$ cat src/design/tlvx_pkg.sv
`timescale 1ns / 1ps
// ----------------------------------------------------------------------------
// TLV tag extractor package
// Shared types, codes and constants of the TLV tag extractor.
// ----------------------------------------------------------------------------
package tlvx_pkg;

   localparam int unsigned BYTE_W      = 8;
   localparam int unsigned TAG_W       = 16;
   localparam int unsigned LEN_W       = 15;
   localparam int unsigned STATUS_W    = 2;
   localparam int unsigned QUEUE_DEPTH = 4;

   localparam logic [BYTE_W-1:0] TAG_LONG_MASK = 8'h1F;
   localparam logic [BYTE_W-1:0] LEN_LONG_BIT  = 8'h80;
   localparam logic [BYTE_W-1:0] LEN_HIGH_MASK = 8'h7F;

   localparam logic [STATUS_W-1:0] ST_STREAM    = 2'd0;
   localparam logic [STATUS_W-1:0] ST_FOUND     = 2'd1;
   localparam logic [STATUS_W-1:0] ST_NOT_FOUND = 2'd2;
   localparam logic [STATUS_W-1:0] ST_TRUNC     = 2'd3;

   typedef enum logic [2:0] {
      PH_TAG1 = 3'd0,
      PH_TAG2 = 3'd1,
      PH_LEN1 = 3'd2,
      PH_LEN2 = 3'd3,
      PH_BODY = 3'd4
   } phase_type;

   typedef struct packed {
      logic [LEN_W-1:0]    value_length;
      logic [STATUS_W-1:0] status;
      logic                byte_valid;
      logic [BYTE_W-1:0]   value_byte;
   } result_type;

   typedef struct packed {
      logic       valid;
      result_type result;
   } push_type;

endpackage

$ cat src/design/tlvx_front.sv
`timescale 1ns / 1ps
// ----------------------------------------------------------------------------
// TLV tag extractor front end
// Parses the TLV byte stream, holds the search tag and pushes results.
// ----------------------------------------------------------------------------
module tlvx_front
   import tlvx_pkg::*;
(
   input  logic              clock,
   input  logic              reset,
   input  logic              csr_write,
   input  logic [TAG_W-1:0]  csr_tag,
   input  logic              byte_accept,
   input  logic [BYTE_W-1:0] data_byte,
   input  logic              end_of_message,
   output push_type          push
);

   logic [TAG_W-1:0] search_tag_ff, search_tag_in;
   phase_type        phase_ff, phase_in;
   logic [TAG_W-1:0] tag_ff, tag_in;
   logic [LEN_W-1:0] length_ff, length_in;
   logic [LEN_W-1:0] left_ff, left_in;
   logic             match_ff, match_in;
   logic             done_ff, done_in;

   logic [LEN_W-1:0] hdr_len;
   logic             hdr_end;
   logic             hdr_match;
   logic [LEN_W-1:0] left_dec;

   always_comb begin
      search_tag_in = csr_write ? csr_tag : search_tag_ff;
   end

   always_comb begin
      phase_in  = phase_ff;
      tag_in    = tag_ff;
      length_in = length_ff;
      left_in   = left_ff;
      match_in  = match_ff;
      done_in   = done_ff;
      push      = '0;
      hdr_len   = '0;
      hdr_end   = 1'b0;
      hdr_match = (tag_ff == search_tag_ff);
      left_dec  = (left_ff != '0) ? left_ff - LEN_W'(1) : left_ff;

      if (!done_ff) begin
         case (phase_ff)
            PH_TAG2: begin
               tag_in   = tag_ff | {{(TAG_W-BYTE_W){1'b0}}, data_byte};
               phase_in = PH_LEN1;
            end
            PH_LEN1: begin
               if ((data_byte & LEN_LONG_BIT) != '0) begin
                  length_in = {data_byte[6:0], {BYTE_W{1'b0}}};
                  phase_in  = PH_LEN2;
               end else begin
                  hdr_len = {{(LEN_W-BYTE_W){1'b0}}, data_byte};
                  hdr_end = 1'b1;
               end
            end
            PH_LEN2: begin
               hdr_len = {length_ff[LEN_W-1:BYTE_W], data_byte};
               hdr_end = 1'b1;
            end
            PH_BODY: begin
               left_in = left_dec;
               if (match_ff) begin
                  push.valid             = 1'b1;
                  push.result.value_byte = data_byte;
                  push.result.byte_valid = 1'b1;
                  push.result.status     = ST_STREAM;
                  if (left_dec == '0) begin
                     push.result.status       = ST_FOUND;
                     push.result.value_length = length_ff;
                     done_in                  = 1'b1;
                  end
               end else if (left_dec == '0) begin
                  phase_in = PH_TAG1;
               end
            end
            default: begin
               if ((data_byte & TAG_LONG_MASK) == TAG_LONG_MASK) begin
                  tag_in   = {data_byte, {(TAG_W-BYTE_W){1'b0}}};
                  phase_in = PH_TAG2;
               end else begin
                  tag_in   = {{(TAG_W-BYTE_W){1'b0}}, data_byte};
                  phase_in = PH_LEN1;
               end
            end
         endcase

         if (hdr_end) begin
            length_in = hdr_len;
            left_in   = hdr_len;
            match_in  = hdr_match;
            if (hdr_len == '0) begin
               phase_in = PH_TAG1;
               if (hdr_match) begin
                  done_in           = 1'b1;
                  push.valid        = 1'b1;
                  push.result       = '0;
                  push.result.status = ST_FOUND;
               end
            end else begin
               phase_in = PH_BODY;
            end
         end
      end

      if (end_of_message) begin
         if (!done_in) begin
            push.valid               = 1'b1;
            push.result.status       = (phase_in == PH_TAG1) ? ST_NOT_FOUND : ST_TRUNC;
            push.result.value_length = '0;
         end
         phase_in  = PH_TAG1;
         tag_in    = '0;
         length_in = '0;
         left_in   = '0;
         match_in  = 1'b0;
         done_in   = 1'b0;
      end

      if (!byte_accept) begin
         push.valid = 1'b0;
      end
   end

   always_ff @(posedge clock) begin
      if (reset) begin
         search_tag_ff <= '0;
         phase_ff      <= PH_TAG1;
         tag_ff        <= '0;
         length_ff     <= '0;
         left_ff       <= '0;
         match_ff      <= 1'b0;
         done_ff       <= 1'b0;
      end else begin
         search_tag_ff <= search_tag_in;
         if (byte_accept) begin
            phase_ff  <= phase_in;
            tag_ff    <= tag_in;
            length_ff <= length_in;
            left_ff   <= left_in;
            match_ff  <= match_in;
            done_ff   <= done_in;
         end
      end
   end

endmodule

$ cat src/design/tlvx_queue.sv
`timescale 1ns / 1ps
// ----------------------------------------------------------------------------
// TLV tag extractor result queue
// Small result queue whose head drives the result channel.
// ----------------------------------------------------------------------------
module tlvx_queue
   import tlvx_pkg::*;
#(
   parameter int unsigned DEPTH = QUEUE_DEPTH
)
(
   input  logic       clock,
   input  logic       reset,
   input  push_type   push,
   output logic       space,
   output logic       head_valid,
   output result_type head,
   input  logic       head_pop
);

   localparam int unsigned PTR_W = (DEPTH > 1) ? $clog2(DEPTH) : 1;
   localparam int unsigned CNT_W = $clog2(DEPTH + 1);

   result_type       entry_ff [DEPTH];
   logic [PTR_W-1:0] wr_ptr_ff, wr_ptr_in;
   logic [PTR_W-1:0] rd_ptr_ff, rd_ptr_in;
   logic [CNT_W-1:0] count_ff, count_in;
   logic             do_pop;

   assign space      = (count_ff != CNT_W'(DEPTH));
   assign head_valid = (count_ff != '0);
   assign head       = entry_ff[rd_ptr_ff];
   assign do_pop     = head_valid && head_pop;

   always_comb begin
      wr_ptr_in = wr_ptr_ff;
      rd_ptr_in = rd_ptr_ff;
      count_in  = count_ff;
      if (push.valid) begin
         wr_ptr_in = (wr_ptr_ff == PTR_W'(DEPTH - 1)) ? '0 : wr_ptr_ff + PTR_W'(1);
      end
      if (do_pop) begin
         rd_ptr_in = (rd_ptr_ff == PTR_W'(DEPTH - 1)) ? '0 : rd_ptr_ff + PTR_W'(1);
      end
      if (push.valid && !do_pop) begin
         count_in = count_ff + CNT_W'(1);
      end else if (!push.valid && do_pop) begin
         count_in = count_ff - CNT_W'(1);
      end
   end

   always_ff @(posedge clock) begin
      if (push.valid) begin
         entry_ff[wr_ptr_ff] <= push.result;
      end
   end

   always_ff @(posedge clock) begin
      if (reset) begin
         wr_ptr_ff <= '0;
         rd_ptr_ff <= '0;
         count_ff  <= '0;
      end else begin
         wr_ptr_ff <= wr_ptr_in;
         rd_ptr_ff <= rd_ptr_in;
         count_ff  <= count_in;
      end
   end

endmodule

$ cat src/design/tlv_stream_tag_extractor.sv
`timescale 1ns / 1ps
// ----------------------------------------------------------------------------
// TLV stream tag extractor
// Searches a TLV byte stream for one tag and streams out its value bytes.
// ----------------------------------------------------------------------------
// One message byte enters per req beat; req_tlast marks the last byte of a
// message. The user must write the tag to look for through the csr channel
// while idle; not enforced by the block. Each result goes into a small queue
// whose head drives the rsp channel: value bytes of the matched element with
// status streaming, then found with the value length on the last byte, or
// not found / truncated at the end of a message. Other bytes give no beat.
// A result is registered in the queue before it appears on rsp.
// The parser takes one byte per cycle; req_tready drops only when the
// result queue (QUEUE_DEPTH entries) is full, so a stalled receiver holds
// the input back after that many pending results and nothing is lost.
// Reset clears the parser, the queue and the search tag (tag zero).
// After the end of a message the parser restarts with the next byte.
// ----------------------------------------------------------------------------
module tlv_stream_tag_extractor
   import tlvx_pkg::*;
#(
   parameter int unsigned QUEUE_DEPTH_P = QUEUE_DEPTH
)
(
   input  logic             clock,
   input  logic             reset,
   input  logic             csr_valid,
   output logic             csr_ready,
   input  logic [TAG_W-1:0] csr_data,    // search_tag
   input  logic             req_tvalid,
   output logic             req_tready,
   input  logic [7:0]       req_tdata,   // data_byte
   input  logic             req_tlast,   // end_of_message
   output logic             rsp_tvalid,
   input  logic             rsp_tready,
   output logic [23:0]      rsp_tdata,   // value_byte, value_length, zero pad
   output logic [2:0]       rsp_tuser    // byte_valid, status
);

   push_type   push;
   logic       space;
   result_type head;

   assign csr_ready  = 1'b1;
   assign req_tready = space;

   tlvx_front u_front (
      .clock          (clock),
      .reset          (reset),
      .csr_write      (csr_valid),
      .csr_tag        (csr_data),
      .byte_accept    (req_tvalid && space),
      .data_byte      (req_tdata),
      .end_of_message (req_tlast),
      .push           (push)
   );

   tlvx_queue #(
      .DEPTH (QUEUE_DEPTH_P)
   ) u_queue (
      .clock      (clock),
      .reset      (reset),
      .push       (push),
      .space      (space),
      .head_valid (rsp_tvalid),
      .head       (head),
      .head_pop   (rsp_tready)
   );

   assign rsp_tdata = {1'b0, head.value_length, head.value_byte};
   assign rsp_tuser = {head.status, head.byte_valid};

endmodule

$ cat config.mk
export PLATFORM = sky130hd
export DESIGN_NAME = tlv_stream_tag_extractor
export DESIGN_NICKNAME = d
export VERILOG_FILES = /design/src/design/tlvx_pkg.sv /design/src/design/tlvx_front.sv /design/src/design/tlvx_queue.sv /design/src/design/tlv_stream_tag_extractor.sv
export SDC_FILE = /design/constraint.sdc
export NUM_CORES = 1
export LEC_CHECK = 0
export BUFFER_PORTS_ARGS = -buffer_cell sky130_fd_sc_hd__buf_4
export CAP_MARGIN = 20
export CORE_MARGIN = 5
export CORE_UTILIZATION = 55
export CTS_CLUSTER_SIZE = 10
export DETAILED_ROUTE_END_ITERATION = 12
export PLACE_DENSITY = 0.74
export SETUP_SLACK_MARGIN = 0.02
export SLEW_MARGIN = 10
export SYNTH_ARGS = -nofsm -noshare
export SYNTH_HDL_FRONTEND = slang
export SYNTH_SLANG_ARGS = --single-unit
$ cat constraint.sdc
create_clock -name clock -period 6.3 [get_ports clock]
set_input_delay 1.26 -clock clock [delete_from_list [all_inputs] [get_ports clock]]
set_output_delay 1.26 -clock clock [all_outputs]
set_load 0.02 [all_outputs]
==> impl_metrics.prom <==
# TYPE chip_impl_metric gauge
chip_impl_metric{name="drt-wirelength-per-cell",unit="um"} 20.2
chip_impl_info{name="worst_min_delay_path_startpoint",value="u_front.length_ff[7]"} 1
chip_impl_metric{name="post_route_cells_drive_above_1_share",unit="%"} 17.7
chip_impl_info{name="timing.critical_path.from",value="req_tdata[3]"} 1
chip_impl_metric{name="cts.sink_count",unit=""} 180
chip_impl_metric{name="cap_violations",unit=""} 0
chip_impl_metric{name="drt-initial-drc-count",unit=""} 653
chip_impl_info{name="synth.top_cells.by_area",value="edfxtp_1 (39%), dfxtp_1 (19%), mux4_2 (7.4%)"} 1
chip_impl_info{name="run_status",value="complete, no violations"} 1
chip_impl_metric{name="final_weighted_congestion_in_routability_driven_placement",unit=""} 0.932
chip_impl_metric{name="drt_pass1_iterations",unit=""} 6
chip_impl_metric{name="grt_usage",unit="%"} 22.6
chip_impl_metric{name="synth_enable_flop_cells",unit=""} 104
chip_impl_metric{name="synth.distinct_cells",unit=""} 62
chip_impl_metric{name="drt.antenna.violating_nets",unit=""} 0
chip_impl_info{name="crit-reg2reg-capture",value="u_queue.count_ff[2]"} 1
chip_impl_info{name="reg2reg_from",value="u_front.phase_ff[1]"} 1
chip_impl_metric{name="core_area",unit="um^2"} 14000
chip_impl_metric{name="die_h",unit="um"} 130
chip_impl_metric{name="dr_drc_count",unit=""} 0
chip_impl_metric{name="initial_core_util",unit="%"} 56.7
chip_impl_metric{name="timing.final.max_slew_violations",unit=""} 0
chip_impl_metric{name="post_drt_via_cell_ratio",unit=""} 6.07
chip_impl_metric{name="num_antenna_cells",unit=""} 0
chip_impl_metric{name="relSlewSlack",unit="%"} 38.1
chip_impl_info{name="yosys.area.top_type",value="edfxtp_1"} 1
chip_impl_metric{name="wire_length_of_the_first_global_routing_pass",unit="um"} 28900
chip_impl_info{name="worst_setup_path_start_kind",value="input pin"} 1
chip_impl_metric{name="flow.area_growth_from_synthesis",unit="%"} 12.9
chip_impl_metric{name="setup_viol",unit=""} 0
chip_impl_metric{name="netlist_instances",unit=""} 660
chip_impl_info{name="endpoint",value="u_queue.count_ff[2]"} 1
chip_impl_metric{name="fin_hold_ws",unit="ns"} 0.453
chip_impl_metric{name="yosysTopAreaCellShare",unit="%"} 39.4
chip_impl_metric{name="layout.filler_cells",unit=""} 1090
chip_impl_info{name="unrepaired_setup_endpoints_after_global_routing",value="false"} 1
chip_impl_metric{name="die_area",unit="um^2"} 16900
chip_impl_metric{name="finalCritPeriodShare",unit="%"} 59.7
chip_impl_info{name="min_path_type",value="flop to flop"} 1
chip_impl_metric{name="io_buffer_count",unit=""} 57
chip_impl_metric{name="pwr_density_cell",unit="nW/um^2"} 402
chip_impl_metric{name="io-pin-count",unit=""} 60
chip_impl_metric{name="synthesis.area_per_instance",unit="um^2"} 12.0
chip_impl_metric{name="grt_remaining_overflow",unit=""} 0
chip_impl_metric{name="critPathMaxFanout",unit=""} 7
chip_impl_info{name="clock_tree_from_tritoncts",value="yes"} 1
chip_impl_info{name="clock_tree.root_cell",value="clkbuf_16"} 1
chip_impl_metric{name="cts.repair_timing.setup_buffer_count",unit=""} 0
chip_impl_info{name="critical_path_capture_point_type",value="flop"} 1
chip_impl_metric{name="share_of_synthesized_registers_carrying_an_async_set_or_reset",unit="%"} 0
chip_impl_metric{name="wirelength",unit="um"} 18000
chip_impl_metric{name="worstSkewPairLatency",unit="ns"} 0.43
chip_impl_metric{name="grt_max_degree",unit=""} 75
chip_impl_metric{name="antenna_violations_before_repair",unit=""} 0
chip_impl_metric{name="p_leak",unit="nW"} 3.17
chip_impl_metric{name="synth.yosys.warnings",unit=""} 0
chip_impl_metric{name="synthesis.nets",unit=""} 699
chip_impl_metric{name="cts-htree-levels",unit=""} 4
chip_impl_metric{name="detailedPlacementHpwl",unit="um"} 12300
chip_impl_metric{name="cts_hold_buf",unit=""} 0
chip_impl_metric{name="cts_made_buffers",unit=""} 17
chip_impl_metric{name="detailroute.via_count",unit=""} 5401
chip_impl_metric{name="worst_ir_drop_vdd",unit="mV"} 0.256
chip_impl_metric{name="critPathRequiredTime",unit="ns"} 6.65
chip_impl_metric{name="timing.reg2reg.worst_path_depth",unit=""} 11
chip_impl_metric{name="min_period",unit="ns"} 3.76
chip_impl_info{name="yosys.cell_count.top_type",value="edfxtp_1"} 1
chip_impl_metric{name="synth_seq_area_share",unit="%"} 58.6
chip_impl_metric{name="worst_setup_hold_path_clk_slew",unit="ns"} 0.06
chip_impl_metric{name="ys_ff_latch",unit=""} 180
chip_impl_metric{name="timing.reg2reg.setup_slack",unit="ns"} 2.58
chip_impl_info{name="postSynth.topFlopCell",value="edfxtp_1"} 1
chip_impl_metric{name="final_cells",unit=""} 890
chip_impl_metric{name="grt_pass1_vias",unit=""} 5331
chip_impl_info{name="synth_commonest_cells",value="edfxtp_1 (104), nor2_1 (86), dfxtp_1 (76)"} 1
chip_impl_metric{name="crit_arrival",unit="ns"} 4.11
chip_impl_metric{name="placement_rows",unit=""} 43
chip_impl_metric{name="tightest_slew",unit="ns"} 0.929
chip_impl_metric{name="timing.final.hold_violations",unit=""} 0
chip_impl_metric{name="worst_clock_skew",unit="ns"} 0.00767
chip_impl_metric{name="placed_cells_incl_taps",unit=""} 857
chip_impl_metric{name="cell_area_after_synthesis",unit="um^2"} 7930
chip_impl_metric{name="nNetsFinal",unit=""} 736
chip_impl_metric{name="cts_resized",unit=""} 0
chip_impl_info{name="worst-setup-path-type",value="input pin to flop"} 1
chip_impl_metric{name="highest_clock_frequency_the_design_can_meet",unit="MHz"} 266
chip_impl_metric{name="die_x",unit="um"} 130
chip_impl_metric{name="max-clock-path-buffers",unit=""} 2
chip_impl_metric{name="fin_setup_tns",unit="ns"} 0
[per-layer routing]
layer	global-route usage, %	vias up	wire (um)	part of all wire [%]
met3	5.69	31	1230	6.9
met4	8.25	0	422	2.3
met1	30.1	2665	7450	41
met5	0	-	0	0
met2	36.0	186	8880	49
li1	-	2519	-	-
[kinds of logic after synthesis]
logic type / count (synthesis) / share of synthesized area (%)
simple gates: 219 / 13.8
buf+inv: 57 / 3.08
compound gates: 120 / 9.95
flops: 180 / 58.6
fa+ha+maj: 9 / 1.51
mux: 46 / 9.91
other cells: 2 / 0.0947
xor+xnor: 27 / 3.08
[state kept, by name, summed over array words and instances (netlist names), named ones only]
name                   cells
u_front.done_ff            1
u_front.left_ff           15
u_front.length_ff         15
u_front.match_ff           1
u_front.phase_ff           3
u_front.search_tag_ff     16
u_front.tag_ff            16
u_queue.count_ff           3
u_queue.entry_ff         104
u_queue.rd_ptr_ff          2
u_queue.wr_ptr_ff          2
[metrics by stage]
stage	area (um^2)	util (%)	setup WS [ns]	power, mW
after floorplan	7930	-	2.52	2.36
after global placement	8430	60.3	2.20	2.65
after detailed placement	8430	60.3	2.11	2.67
after CTS	8950	64.0	2.57	3.62
after global routing	8950	64.0	2.19	3.81
final	8950	64.0	2.54	3.60
[power breakdown]
group          switching (mW)  internal [mW]  total (mW)
clock                   0.437          0.503       0.940
sequential              0.105           1.32        1.42
combinational           0.701          0.541        1.24
total                    1.24           2.36        3.60
[worst max-delay path, cell delays in order]
cell	delay, ns
buf_4	0.14
nor4_1	0.26
a21oi_1	0.12
o21ai_0	0.36
and3_1	0.34
o31a_1	0.33
ha_1	0.24
inv_1	0.06
fa_1	0.37
xor2_1	0.17
or3_1	0.30
a21oi_1	0.15
[how the worst min path moves through the flow]
stage,end,cells past startpoint,slack (ns)
2_1_floorplan,u_front.length_ff[7],2,0.43
3_3_place_gp,u_front.length_ff[7],2,0.44
4_1_cts,u_front.length_ff[7],2,0.45
6_report,u_front.length_ff[7],2,0.45
3_5_place_dp,u_front.length_ff[7],2,0.44
5_1_grt,u_front.length_ff[7],2,0.52
[cell usage in the layout, fill, tap and decap left out, drive strengths merged, types with 8 or more instances in the layout]
cell | synthesis | final
dfxtp | 76 | 76
mux4 | 26 | 26
a22oi | 33 | 33
and2 | 22 | 22
nor2 | 86 | 86
xnor2 | 21 | 21
buf | 16 | 64
a21oi | 32 | 32
o21ai | 23 | 23
nand2 | 32 | 32
mux2i | 20 | 20
nor3 | 25 | 25
and3 | 8 | 8
inv | 11 | 14
edfxtp | 104 | 104
ha | 8 | 8
clkbuf | 30 | 20
[cell type report]
type	instances	area [um^2]	share of cell area [%]
sequential	180	4650	51.9
timing repair buffer	64	480	5.37
clock buffer	20	437	4.88
inverter	11	41.3	0.461
tap	180	225	2.52
multi-input combinational	423	3040	34.0
clock inverter	12	81.3	0.908
No activity file was read; power rests on OpenSTA's default activity.
